File: src/rtl/mexp_pkg.sv
// Shared constants for the modular exponentiation block.
// No dependencies; imported by every module of the block.
`default_nettype none

package mexp_pkg;

  localparam int MEXP_WIDTH   = 64;
  localparam int APB_DATA_W   = 64;
  localparam int APB_ADDR_W   = 4;
  localparam int REG_SHIFT    = 3;
  localparam int MOD_RESET    = 10;
  localparam logic REG_MODULUS = 1'b0;

endpackage : mexp_pkg

`default_nettype wire

File: src/rtl/modular_exponentiation.sv
// Top level: square-and-multiply sequencer, modulus register and APB port.
// Uses mexp_pkg and mexp_mul_mod (which holds the shared mexp_add_mod).
//
//   channel   direction  handshake            payload
//   in        into       in_valid / in_stall  base, exponent
//   out       out of     out_valid/ out_stall power_result
//   config    into       APB write/read       modulus at byte address 0
//
// One modular product takes a load step, one step per double or add on the shared adder,
// and a handback. An item takes one product to reduce the base, WIDTH squarings and
// popcount(exponent) multiplies; an exponent of zero or a modulus of 0 or 1 offers its
// result in the cycle after accept.
// in_stall is high while an item is in work or its result waits. rst is synchronous.
`default_nettype none

module modular_exponentiation
  import mexp_pkg::*;
#(
  parameter int WIDTH = MEXP_WIDTH
) (
  input  wire logic                  clk,
  input  wire logic                  rst,
  input  wire logic                  in_valid,
  output logic                       in_stall,
  input  wire logic [WIDTH-1:0]      base,
  input  wire logic [WIDTH-1:0]      exponent,
  output logic                       out_valid,
  input  wire logic                  out_stall,
  output logic      [WIDTH-1:0]      power_result,
  input  wire logic                  psel,
  input  wire logic                  penable,
  input  wire logic                  pwrite,
  input  wire logic [APB_ADDR_W-1:0] paddr,
  input  wire logic [APB_DATA_W-1:0] pwdata,
  output logic      [APB_DATA_W-1:0] prdata,
  output logic                       pready
);

  localparam int CNT_W = $clog2(WIDTH);

  typedef enum logic [2:0] {
    IDLE,
    REDUCE,
    SQUARE,
    MULT,
    OUT
  } state_t;

  state_t           state;
  logic [WIDTH-1:0] modulus;
  logic [WIDTH-1:0] ebits;
  logic [WIDTH-1:0] bred;
  logic [WIDTH-1:0] r;
  logic [CNT_W-1:0] cnt;
  logic             mul_start;
  logic [WIDTH-1:0] mul_x;
  logic [WIDTH-1:0] mul_y;
  logic             mul_done;
  logic [WIDTH-1:0] mul_res;
  logic             accept;
  logic             last;

  assign pready       = 1'b1;
  assign prdata       = APB_DATA_W'(modulus);
  assign in_stall     = (state != IDLE);
  assign out_valid    = (state == OUT);
  assign power_result = r;
  assign accept       = in_valid && !in_stall;
  assign last         = (cnt == '0);

  always_ff @(posedge clk) begin
    if (rst) begin
      modulus <= WIDTH'(MOD_RESET);
    end else if (psel && penable && pwrite && pready
                 && (paddr[REG_SHIFT] == REG_MODULUS)) begin
      modulus <= pwdata[WIDTH-1:0];
    end
  end

  mexp_mul_mod #(
    .WIDTH(WIDTH)
  ) u_mul (
    .clk(clk),
    .rst(rst),
    .start(mul_start),
    .x(mul_x),
    .y(mul_y),
    .m(modulus),
    .done(mul_done),
    .product(mul_res)
  );

  always_ff @(posedge clk) begin
    if (rst) begin
      state     <= IDLE;
      mul_start <= 1'b0;
    end else begin
      mul_start <= 1'b0;
      case (state)
        IDLE: begin
          if (accept) begin
            ebits <= exponent;
            if (exponent == '0) begin
              r     <= WIDTH'(1);
              state <= OUT;
            end else if (modulus <= WIDTH'(1)) begin
              r     <= '0;
              state <= OUT;
            end else begin
              mul_x     <= WIDTH'(1);
              mul_y     <= base;
              mul_start <= 1'b1;
              state     <= REDUCE;
            end
          end
        end
        REDUCE: begin
          if (mul_done) begin
            bred      <= mul_res;
            r         <= WIDTH'(1);
            cnt       <= CNT_W'(WIDTH - 1);
            mul_x     <= WIDTH'(1);
            mul_y     <= WIDTH'(1);
            mul_start <= 1'b1;
            state     <= SQUARE;
          end
        end
        SQUARE, MULT: begin
          if (mul_done) begin
            r <= mul_res;
            if ((state == SQUARE) && ebits[WIDTH-1]) begin
              mul_x     <= mul_res;
              mul_y     <= bred;
              mul_start <= 1'b1;
              state     <= MULT;
            end else if (last) begin
              state <= OUT;
            end else begin
              ebits     <= ebits << 1;
              cnt       <= cnt - CNT_W'(1);
              mul_x     <= mul_res;
              mul_y     <= mul_res;
              mul_start <= 1'b1;
              state     <= SQUARE;
            end
          end
        end
        OUT: begin
          if (!out_stall) begin
            state <= IDLE;
          end
        end
        default: state <= IDLE;
      endcase
    end
  end

  a_no_accept_while_result: assert property (@(posedge clk) disable iff (rst)
    out_valid |-> in_stall)
    else $error("item accepted while a result waits");

  a_done_only_busy: assert property (@(posedge clk) disable iff (rst)
    mul_done |-> (state == REDUCE || state == SQUARE || state == MULT))
    else $error("product finished outside an exponentiation");

  a_zero_exponent: assert property (@(posedge clk) disable iff (rst)
    (accept && exponent == '0) |=> (out_valid && power_result == WIDTH'(1)))
    else $error("zero exponent did not return one");

  a_start_busy: assert property (@(posedge clk) disable iff (rst)
    mul_start |-> (state == REDUCE || state == SQUARE || state == MULT))
    else $error("product started outside an exponentiation");

endmodule : modular_exponentiation

`default_nettype wire

File: src/rtl/mexp_add_mod.sv
// Modular adder: (a + b) mod m for a and b below m.
// Uses mexp_pkg; shared arithmetic unit of mexp_mul_mod.
`default_nettype none

module mexp_add_mod
  import mexp_pkg::*;
#(
  parameter int WIDTH = MEXP_WIDTH
) (
  input  wire logic [WIDTH-1:0] a,
  input  wire logic [WIDTH-1:0] b,
  input  wire logic [WIDTH-1:0] m,
  output logic      [WIDTH-1:0] s
);

  logic [WIDTH:0]   sum;
  logic [WIDTH+1:0] diff;

  assign sum  = {1'b0, a} + {1'b0, b};
  assign diff = {1'b0, sum} - {2'b00, m};
  assign s    = diff[WIDTH+1] ? sum[WIDTH-1:0] : diff[WIDTH-1:0];

endmodule : mexp_add_mod

`default_nettype wire

File: src/rtl/mexp_mul_mod.sv
// Modular multiplier: (x * y) mod m by double-and-add over the bits of y.
// Uses mexp_pkg and one mexp_add_mod shared by the double and add steps.
`default_nettype none

module mexp_mul_mod
  import mexp_pkg::*;
#(
  parameter int WIDTH = MEXP_WIDTH
) (
  input  wire logic             clk,
  input  wire logic             rst,
  input  wire logic             start,
  input  wire logic [WIDTH-1:0] x,
  input  wire logic [WIDTH-1:0] y,
  input  wire logic [WIDTH-1:0] m,
  output logic                  done,
  output logic      [WIDTH-1:0] product
);

  localparam int CNT_W = $clog2(WIDTH);

  typedef enum logic [1:0] {
    IDLE,
    DBL,
    ADD
  } state_t;

  state_t           state;
  logic [CNT_W-1:0] cnt;
  logic [WIDTH-1:0] acc;
  logic [WIDTH-1:0] xop;
  logic [WIDTH-1:0] ybits;
  logic [WIDTH-1:0] addend;
  logic [WIDTH-1:0] acc_next;
  logic             last;

  assign addend  = (state == ADD) ? xop : acc;
  assign last    = (cnt == '0);
  assign product = acc;

  mexp_add_mod #(
    .WIDTH(WIDTH)
  ) u_add (
    .a(acc),
    .b(addend),
    .m(m),
    .s(acc_next)
  );

  always_ff @(posedge clk) begin
    if (rst) begin
      state <= IDLE;
      done  <= 1'b0;
    end else begin
      done <= 1'b0;
      case (state)
        IDLE: begin
          if (start) begin
            acc   <= '0;
            xop   <= x;
            ybits <= y;
            cnt   <= CNT_W'(WIDTH - 1);
            state <= DBL;
          end
        end
        DBL: begin
          acc <= acc_next;
          if (ybits[WIDTH-1]) begin
            state <= ADD;
          end else begin
            ybits <= ybits << 1;
            cnt   <= cnt - CNT_W'(1);
            if (last) begin
              done  <= 1'b1;
              state <= IDLE;
            end
          end
        end
        ADD: begin
          acc   <= acc_next;
          ybits <= ybits << 1;
          cnt   <= cnt - CNT_W'(1);
          if (last) begin
            done  <= 1'b1;
            state <= IDLE;
          end else begin
            state <= DBL;
          end
        end
        default: state <= IDLE;
      endcase
    end
  end

endmodule : mexp_mul_mod

`default_nettype wire

File: config.mk
export PLATFORM = sky130hd
export DESIGN_NAME = modular_exponentiation
export DESIGN_NICKNAME = d
export VERILOG_FILES = /design/src/rtl/mexp_pkg.sv /design/src/rtl/modular_exponentiation.sv /design/src/rtl/mexp_add_mod.sv /design/src/rtl/mexp_mul_mod.sv
export SDC_FILE = /design/constraint.sdc
export NUM_CORES = 1
export LEC_CHECK = 0
export ABC_AREA = 0
export ABC_CLOCK_PERIOD_IN_PS = 25200
export BUFFER_PORTS_ARGS = -buffer_cell sky130_fd_sc_hd__buf_2
export CORE_ASPECT_RATIO = 2
export CORE_MARGIN = 1.5
export CORE_UTILIZATION = 64
export CTS_CLUSTER_DIAMETER = 100
export CTS_CLUSTER_SIZE = 12
export DETAILED_ROUTE_END_ITERATION = 16
export PLACE_DENSITY = 0.86
export SYNTH_ARGS = -nofsm -noshare
export SYNTH_HDL_FRONTEND = slang
export SYNTH_SLANG_ARGS = --single-unit
File: constraint.sdc
create_clock -name clk -period 25.2 [get_ports clk]
set_clock_uncertainty 0.15 [all_clocks]
set_input_delay 1.26 -clock clk [delete_from_list [all_inputs] [get_ports clk]]
set_output_delay 1.26 -clock clk [all_outputs]
set_load 0.03 [all_outputs]
==> results of run 1 <==
cells in the final DEF, fill, tap and decap left out, drive strengths merged, types with 5 or more instances in the layout:
cell,synthesis,layout
edfxtp,524,524
a31oi,24,24
a22o,64,64
o2111ai,5,5
a21oi,232,232
mux2,63,63
buf,19,353
mux2i,24,24
ha,136,136
o21bai,29,29
clkbuf,135,98
nand2,460,460
dfxtp,71,71
inv,117,118
o22ai,5,5
nor4,40,40
a31o,5,5
a221o,59,59
a2111oi,6,6
nand2b,16,16
nor2,180,180
a21o,75,75
o21a,13,13
nand4,33,33
o211ai,11,11
nand3,34,34
nor2b,20,20
xor2,42,42
and2,139,139
nor3,30,30
or3,9,9
o221ai,6,6
a211oi,11,11
xnor2,73,73
o31ai,6,6
or2,6,6
o21ai,88,88
and3,71,71
Yosys cell counts, types with 9 or more instances:
master    count
a21o_1       75
mux2_2       63
nand3_1      34
nor2_1      180
ha_1        136
clkbuf_1    135
a31oi_1      24
mux2i_1      24
nand4_1      33
o21bai_1     29
nor2b_1      20
a21oi_1     232
xnor2_1      73
a211oi_1     10
a221o_1      59
nand2b_1     16
and3_1       71
and2_1      139
dfxtp_1      71
inv_1       117
o211ai_1     11
xor2_1       42
a22o_1       64
edfxtp_1    524
nor3_1       30
nand2_1     459
nor4_1       40
o21ai_0      87
or3_1         9
buf_1        13
o21a_1       13
cells by family after synthesis:
kind of cell	synth area share, %
flops	54.62
xor+xnor	3.207
fa+ha+maj	5.545
mux	3.024
buf+inv	3.298
compound gates	14.58
other cells	0.01194
simple gates	15.71
report_power, final:
group	leakage, uW	internal, uW	switching [uW]
logic	0.00762	300	483
registers	0.00543	1120	27.8
clock network	0.000743	411	361
per-stage QoR:
| stage | setup WS [ns] | cells | util [%] | hold WS, ns | area, um^2 |
|---|---|---|---|---|---|
| after detailed placement | 16.41 | 3770 | 69.31 | 0.2545 | 33520 |
| after global routing | 15.63 | 3871 | 72.57 | 0.2621 | 35090 |
| after CTS | 16.26 | 3871 | 72.57 | 0.2640 | 35090 |
| final | 16.29 | 3872 | 72.57 | 0.2602 | 35090 |
| after floorplan | 13.77 | 2933 | - | 0.2503 | 31410 |
| after global placement | 16.62 | 3770 | 69.31 | 0.2504 | 33520 |
registers in the layout (all words and copies together), names as in the netlist:
signal,flops
mul_y,64
mul_x,64
u_mul.xop,64
state,3
prdata,64
u_mul.ybits,64
ebits,64
cnt,6
bred,64
mul_start,1
u_mul.product,64
u_mul.done,1
u_mul.cnt,6
power_result,64
u_mul.state,2
layer usage:
layer,vias up,wire (um)
met5,-,12
met2,1167,43400
met4,2,3449
met1,11570,31750
met3,192,5426
li1,11240,-
worst reg2reg max path, delay by kind of cell, from the launching register on:
kind | cells | cell delay (ns)
AO/OA/AOI/OAI | 14 | 3.73
flip-flops | 1 | 0.36
multiplexers | 1 | 0.33
buffers and inverters | 4 | 1.51
XOR/XNOR | 1 | 0.30
adder cells (fa/ha/maj) | 4 | 1.18
AND/OR/NAND/NOR | 7 | 1.09
final cells by class:
class	instances	area, um^2	area share [%]
well taps	638	798.3	2.275
multi-input cells	2067	13290	37.88
flip-flops and latches	595	17160	48.89
inverters	117	440.4	1.255
diodes	1	2.502	0.007131
clock inverters	3	36.28	0.1034
repair buffers	353	1827	5.206
clock buffers	98	1538	4.382
how the worst max path moves through the flow:
| stage | endpoint | slack [ns] | cells past startpoint |
|---|---|---|---|
| 3_5_place_dp | u_mul.product[53]$_SDFFCE_PP0P_ | 16.41 | 30 |
| 4_1_cts | u_mul.product[53]$_SDFFCE_PP0P_ | 16.26 | 30 |
| 2_1_floorplan | mul_x[0]$_SDFFCE_PP1P_ | 13.77 | 4 |
| 3_3_place_gp | u_mul.product[27]$_SDFFCE_PP0P_ | 16.62 | 31 |
| 6_report | u_mul.product[27]$_SDFFCE_PP0P_ | 16.29 | 31 |
| 5_1_grt | u_mul.product[27]$_SDFFCE_PP0P_ | 15.63 | 31 |
==> flow_summary.toml, run 1 <==
[outcome]
status = "finished, final reports clean"

[global_route]
grt_max_degree = 132
grtUsageMet1_pct = 39.51
grt.total_usage_pct = 32.92
use_met2_pct = 60.34
grt_pass1_vias = 23950
top_usage_layer = "met2"
use_met3_pct = 3.179
grt_remaining_overflow = 0
antenna_found_initial = 1
grt_pass1_wl_mm = 129.9

[floorplan]
ios = 334
rows = 114
start_util_pct = 64.96
fp.dieH_um = 316.3
die_area_um2 = 50490
coreArea_um2 = 48350
die_x_um = 159.6

[clock_network]
post-cts-setup-buffers = 0
cts.path.max_buffers = 3
cts.repair.resized = 0
clockRootBuffer = "clkbuf_16"
htreeDepth = 2
path_clk_slew_ns = 0.06
cts_hold_buf = 0
cts_tree = "built"
clkLatencyLatePin_ns = 0.61
cts.sinks = 595
numCtsBuffers = 55

[critical_path]
rrSetupSlack_ns = 16.29
crit_family = "compound AO/OA/AOI/OAI gates"
worst_ep_required_time_ns = 25.38
critPathLaunch = "u_mul.state[0]$_SDFFE_PP0P_"
cp.arrival_ns = 9.09
worst-r2r-cell-count = 31
startpoint_type = "register"
reg2reg_from = "u_mul.state[0]$_SDFFE_PP0P_"
critPathCaptureType = "register"
critPathBufInv = 4
path_class = "register to register"
cpMostUsedCell = "nor2_1"
slowest_delay_ns = 0.70
slowest_stage = "buf_4"
cp_max_fo = 75
rr_endpoint = "u_mul.product[27]$_SDFFCE_PP0P_"

[place]
port_buffers = 329
gp_congestion = 0.9214
place_hpwl_mm = 60.40

[layout]
fin_nets = 3530
areaGrowthSynthToFinish_pct = 11.73
drive_above_1_share_pct = 15.77
fillers = 3298

[logic_synthesis]
yosys_warnings = 0
seq_area_frac_synth_pct = 54.62
yosysTopAreaCell = "edfxtp_1"
synth_ff_type = "edfxtp_1"
synth-async-reset-ratio_pct = 0
syn_inst = 2933
syn_avg_cell_area_um2 = 10.71
yosysTopAreaCellShare_pct = 50.10
synth_enable_flop_cells = 524
syn-cell-area_um2 = 31410
synth-seq-cells = 595
ys_types = 76
synth.area.top_cells = "edfxtp_1 50%, nand2_1 5.5%, ha_1 5.4%"
mappedNetlistNets = 3274

[hold_path]
hold_path_end = "u_mul.xop[46]$_DFFE_PP_"
min_path_cells = 0
hold_class = "register to register"
hp-start = "mul_x[46]$_SDFFCE_PP0P_"

[timing]
worst_pin_slew_ns = 1.337
fin_tns_setup_ns = 0
rsz0062_at_grt = "no"
finalCriticalPeriod_ns = 8.912
maxSlewViolCount = 0
clock.fmax_mhz = 112.2
fin_crit_sh_pct = 35.37
slew_headroom_pct = 10.03
setup-violations-final = 0
hold_viol = 0

[route]
drc_errors = 0
dr_total_vias = 24170
drt_iter0_markers = 2148
drtAntennaViolNets = 0
vias_per_cell = 6.242
wirelength_mm = 84.04
dr.pass1.iters = 6
wl_per_cell_um = 21.70

[power]
ir_drop_uv = 65.59
p_total_uw = 2705
leakage_uw = 0.01380
power_density_nw_per_um2 = 77.07

[run]
drv_cap = 0
Power figures use the tool's default switching activity.
==> run 2: changes to the inputs <==
--- a/config.mk
+++ b/config.mk
@@ -5,16 +5,16 @@
 export SDC_FILE = /design/constraint.sdc
 export NUM_CORES = 1
 export LEC_CHECK = 0
-export ABC_AREA = 0
-export ABC_CLOCK_PERIOD_IN_PS = 25200
+export ABC_AREA = 1
+export ABC_CLOCK_PERIOD_IN_PS = 9300
 export BUFFER_PORTS_ARGS = -buffer_cell sky130_fd_sc_hd__buf_2
 export CORE_ASPECT_RATIO = 2
 export CORE_MARGIN = 1.5
-export CORE_UTILIZATION = 64
+export CORE_UTILIZATION = 60
 export CTS_CLUSTER_DIAMETER = 100
 export CTS_CLUSTER_SIZE = 12
 export DETAILED_ROUTE_END_ITERATION = 16
-export PLACE_DENSITY = 0.86
+export PLACE_DENSITY = 0.81
 export SYNTH_ARGS = -nofsm -noshare
 export SYNTH_HDL_FRONTEND = slang
 export SYNTH_SLANG_ARGS = --single-unit
==> constraint.sdc (replaced) <==
create_clock -name clk -period 9.3 [get_ports clk]
set_clock_uncertainty 0.15 [all_clocks]
set_input_delay 0.465 -clock clk [delete_from_list [all_inputs] [get_ports clk]]
set_output_delay 0.465 -clock clk [all_outputs]
set_load 0.03 [all_outputs]
==> flow_summary.toml, run 2 <==
[floorplan]
ios = 334
coreArea_um2 = 57250
rows = 124
start_util_pct = 60.74
die_x_um = 173.2
fp.dieH_um = 343.5
die_area_um2 = 59500

[clock_network]
cts_tree = "built"
clockRootBuffer = "clkbuf_16"
clkLatencyLatePin_ns = 0.64
cts.repair.resized = 0
post-cts-setup-buffers = 0
htreeDepth = 2
numCtsBuffers = 55
path_clk_slew_ns = 0.07
cts.path.max_buffers = 3
cts.sinks = 595

[timing]
hold_viol = 0
fin_tns_setup_ns = 0
finalCriticalPeriod_ns = 7.184
rsz0062_at_grt = "no"
clock.fmax_mhz = 139.2
maxSlewViolCount = 0
fin_crit_sh_pct = 77.25
setup-violations-final = 0
worst_pin_slew_ns = 1.269
slew_headroom_pct = 15.38

[layout]
final_common_cell = "nand2_1"
utilization_pct = 69.90
areaGrowthSynthToFinish_pct = 15.08
fillers = 4462
instances_no_fill = 5587
regArea_um2 = 17160
finish.instance_area_um2 = 40020
fin_nets = 5125
final_cell_mix = "1273 x nand2_1, 578 x nor2_1, 556 x inv_1"
drive_above_1_share_pct = 9.878
multi_input_area_um2 = 14920

[logic_synthesis]
yosysTopAreaCellShare_pct = 45.25
syn_inst = 4369
synth_ff_type = "edfxtp_1"
seq_area_frac_synth_pct = 49.34
syn-cell-area_um2 = 34770
synth_most_common_cell = "nand2_1"
synth-async-reset-ratio_pct = 0
yosys_warnings = 0
synth-seq-cells = 595
mappedNetlistNets = 4710
ys_types = 49
synth.area.top_cells = "edfxtp_1 45%, nand2_1 14%, nor2_1 6.3%"
yosysTopAreaCell = "edfxtp_1"
synth_enable_flop_cells = 524
syn_avg_cell_area_um2 = 7.959
synth_common_cells = "1273 x nand2_1, 582 x nor2_1, 561 x inv_1"

[critical_path]
startpoint_type = "register"
reg2reg_from = "u_mul.state[0]$_SDFFE_PP0P_"
rr_endpoint = "u_mul.product[28]$_SDFFCE_PP0P_"
cp.depth = 30
slowest_delay_ns = 0.84
path_class = "register to register"
critPathCaptureType = "register"
critPathBufInv = 5
critPathLaunch = "u_mul.state[0]$_SDFFE_PP0P_"
crit_family = "simple AND/OR/NAND/NOR gates"
worst_ep_required_time_ns = 9.60
slowest_stage = "ha_4"
cpMostUsedCell = "nand2_1"
cp_max_fo = 92
crit_end = "u_mul.product[28]$_SDFFCE_PP0P_"
rrSetupSlack_ns = 2.12
worst-r2r-cell-count = 30
cp.arrival_ns = 7.48

[route]
wl_per_cell_um = 22.12
wirelength_mm = 123.6
drc_errors = 0
drtAntennaViolNets = 0
dr_total_vias = 32170
drt_iter0_markers = 2894
dr.pass1.iters = 6
vias_per_cell = 5.758

[global_route]
antenna_found_initial = 3
grt.total_usage_pct = 41.25
grt_max_degree = 104
grt_remaining_overflow = 0
grt_pass1_wl_mm = 182.9
grt_pass1_vias = 32530

[place]
post_dp_cell_area_um2 = 37000
port_buffers = 329
place_hpwl_mm = 92.28
dp_cells = 5344
gp_congestion = 1.101

[hold_path]
hp-start = "exponent[50]"
hold_class = "primary input to register"

[outcome]
status = "finished, final reports clean"

[run]
drv_cap = 0
[run 2: cell count changes after synthesis, moves of 69 or more]
cell,delta
nand2_1,+814
nor2_1,+402
o21ai_0,+149
inv_1,+444
and2_1,-137
and3_1,-69
nand3_1,+257
[run 2: area by class of cell]
type	instances	share of cell area (%)
Sequential cell	595	42.87
Multi-Input combinational cell	3068	37.27
Timing Repair Buffer	492	8.042
Inverter	572	5.381
Clock buffer	98	3.843
Tap cell	756	2.364
Clock inverter	4	0.2095
Antenna cell	2	0.01251
[run 2: metal layers]
layer | part of all wire [%] | wire (um) | up-vias | global-route usage (%)
met5 | 0.011 | 14 | - | 0
met3 | 6.9 | 8551 | 511 | 5.029
met4 | 11 | 13420 | 2 | 38.12
met2 | 50 | 61520 | 1815 | 74.24
met1 | 32 | 40100 | 14730 | 41.54
li1 | - | - | 15110 | -
[run 2: what timing repair did]
| action | 4_1_cts | 5_1_grt |
|---|---|---|
| endpoints found under the setup margin | 0 | 0 |
| hold buffers | 139 | 0 |
| endpoints found under the hold margin | 139 | 0 |
[run 2: kinds of logic after synthesis]
family	count (synthesis)	share of synthesized area [%]
XOR/XNOR	81	2.040
buffers and inverters	706	8.035
adder cells (fa/ha/maj)	138	5.009
AND/OR/NAND/NOR	2297	27.06
other	1	0.01078
AO/OA/AOI/OAI	551	8.506
flip-flops	595	49.34
[run 2: worst reg2reg max path, delay by kind of cell (launching register included)]
kind	cells	cell delay, ns
AND/OR/NAND/NOR	14	2.37
adder cells (fa/ha/maj)	4	1.84
AO/OA/AOI/OAI	6	1.48
buffers and inverters	5	0.55
flip-flops	1	0.34
XOR/XNOR	1	0.27
[run 2: how the worst min path moves through the flow]
stage | slack, ns | depth (start not counted) | to
floorplan | 0.25 | 0 | u_mul.xop[0]$_DFFE_PP_
global placement | 0.25 | 0 | u_mul.xop[5]$_DFFE_PP_
detailed placement | 0.25 | 0 | u_mul.xop[44]$_DFFE_PP_
CTS | 0.002 | 3 | ebits[3]$_DFFE_PP_
global route | 0.02 | 3 | ebits[3]$_DFFE_PP_
finish | 0.008 | 3 | ebits[50]$_DFFE_PP_
[run 2: stage by stage]
stage,setup WS (ns),hold slack [ns]
after floorplan,0.2337,0.2503
after global placement,2.306,0.2519
after detailed placement,2.223,0.2545
after CTS,2.212,0.002417
after global routing,1.570,0.01747
final,2.116,0.008288
Power of run 2 is left out: the tool's default activity adds up to more than one toggle a clock period on the data nets, which glitch-free logic cannot reach.
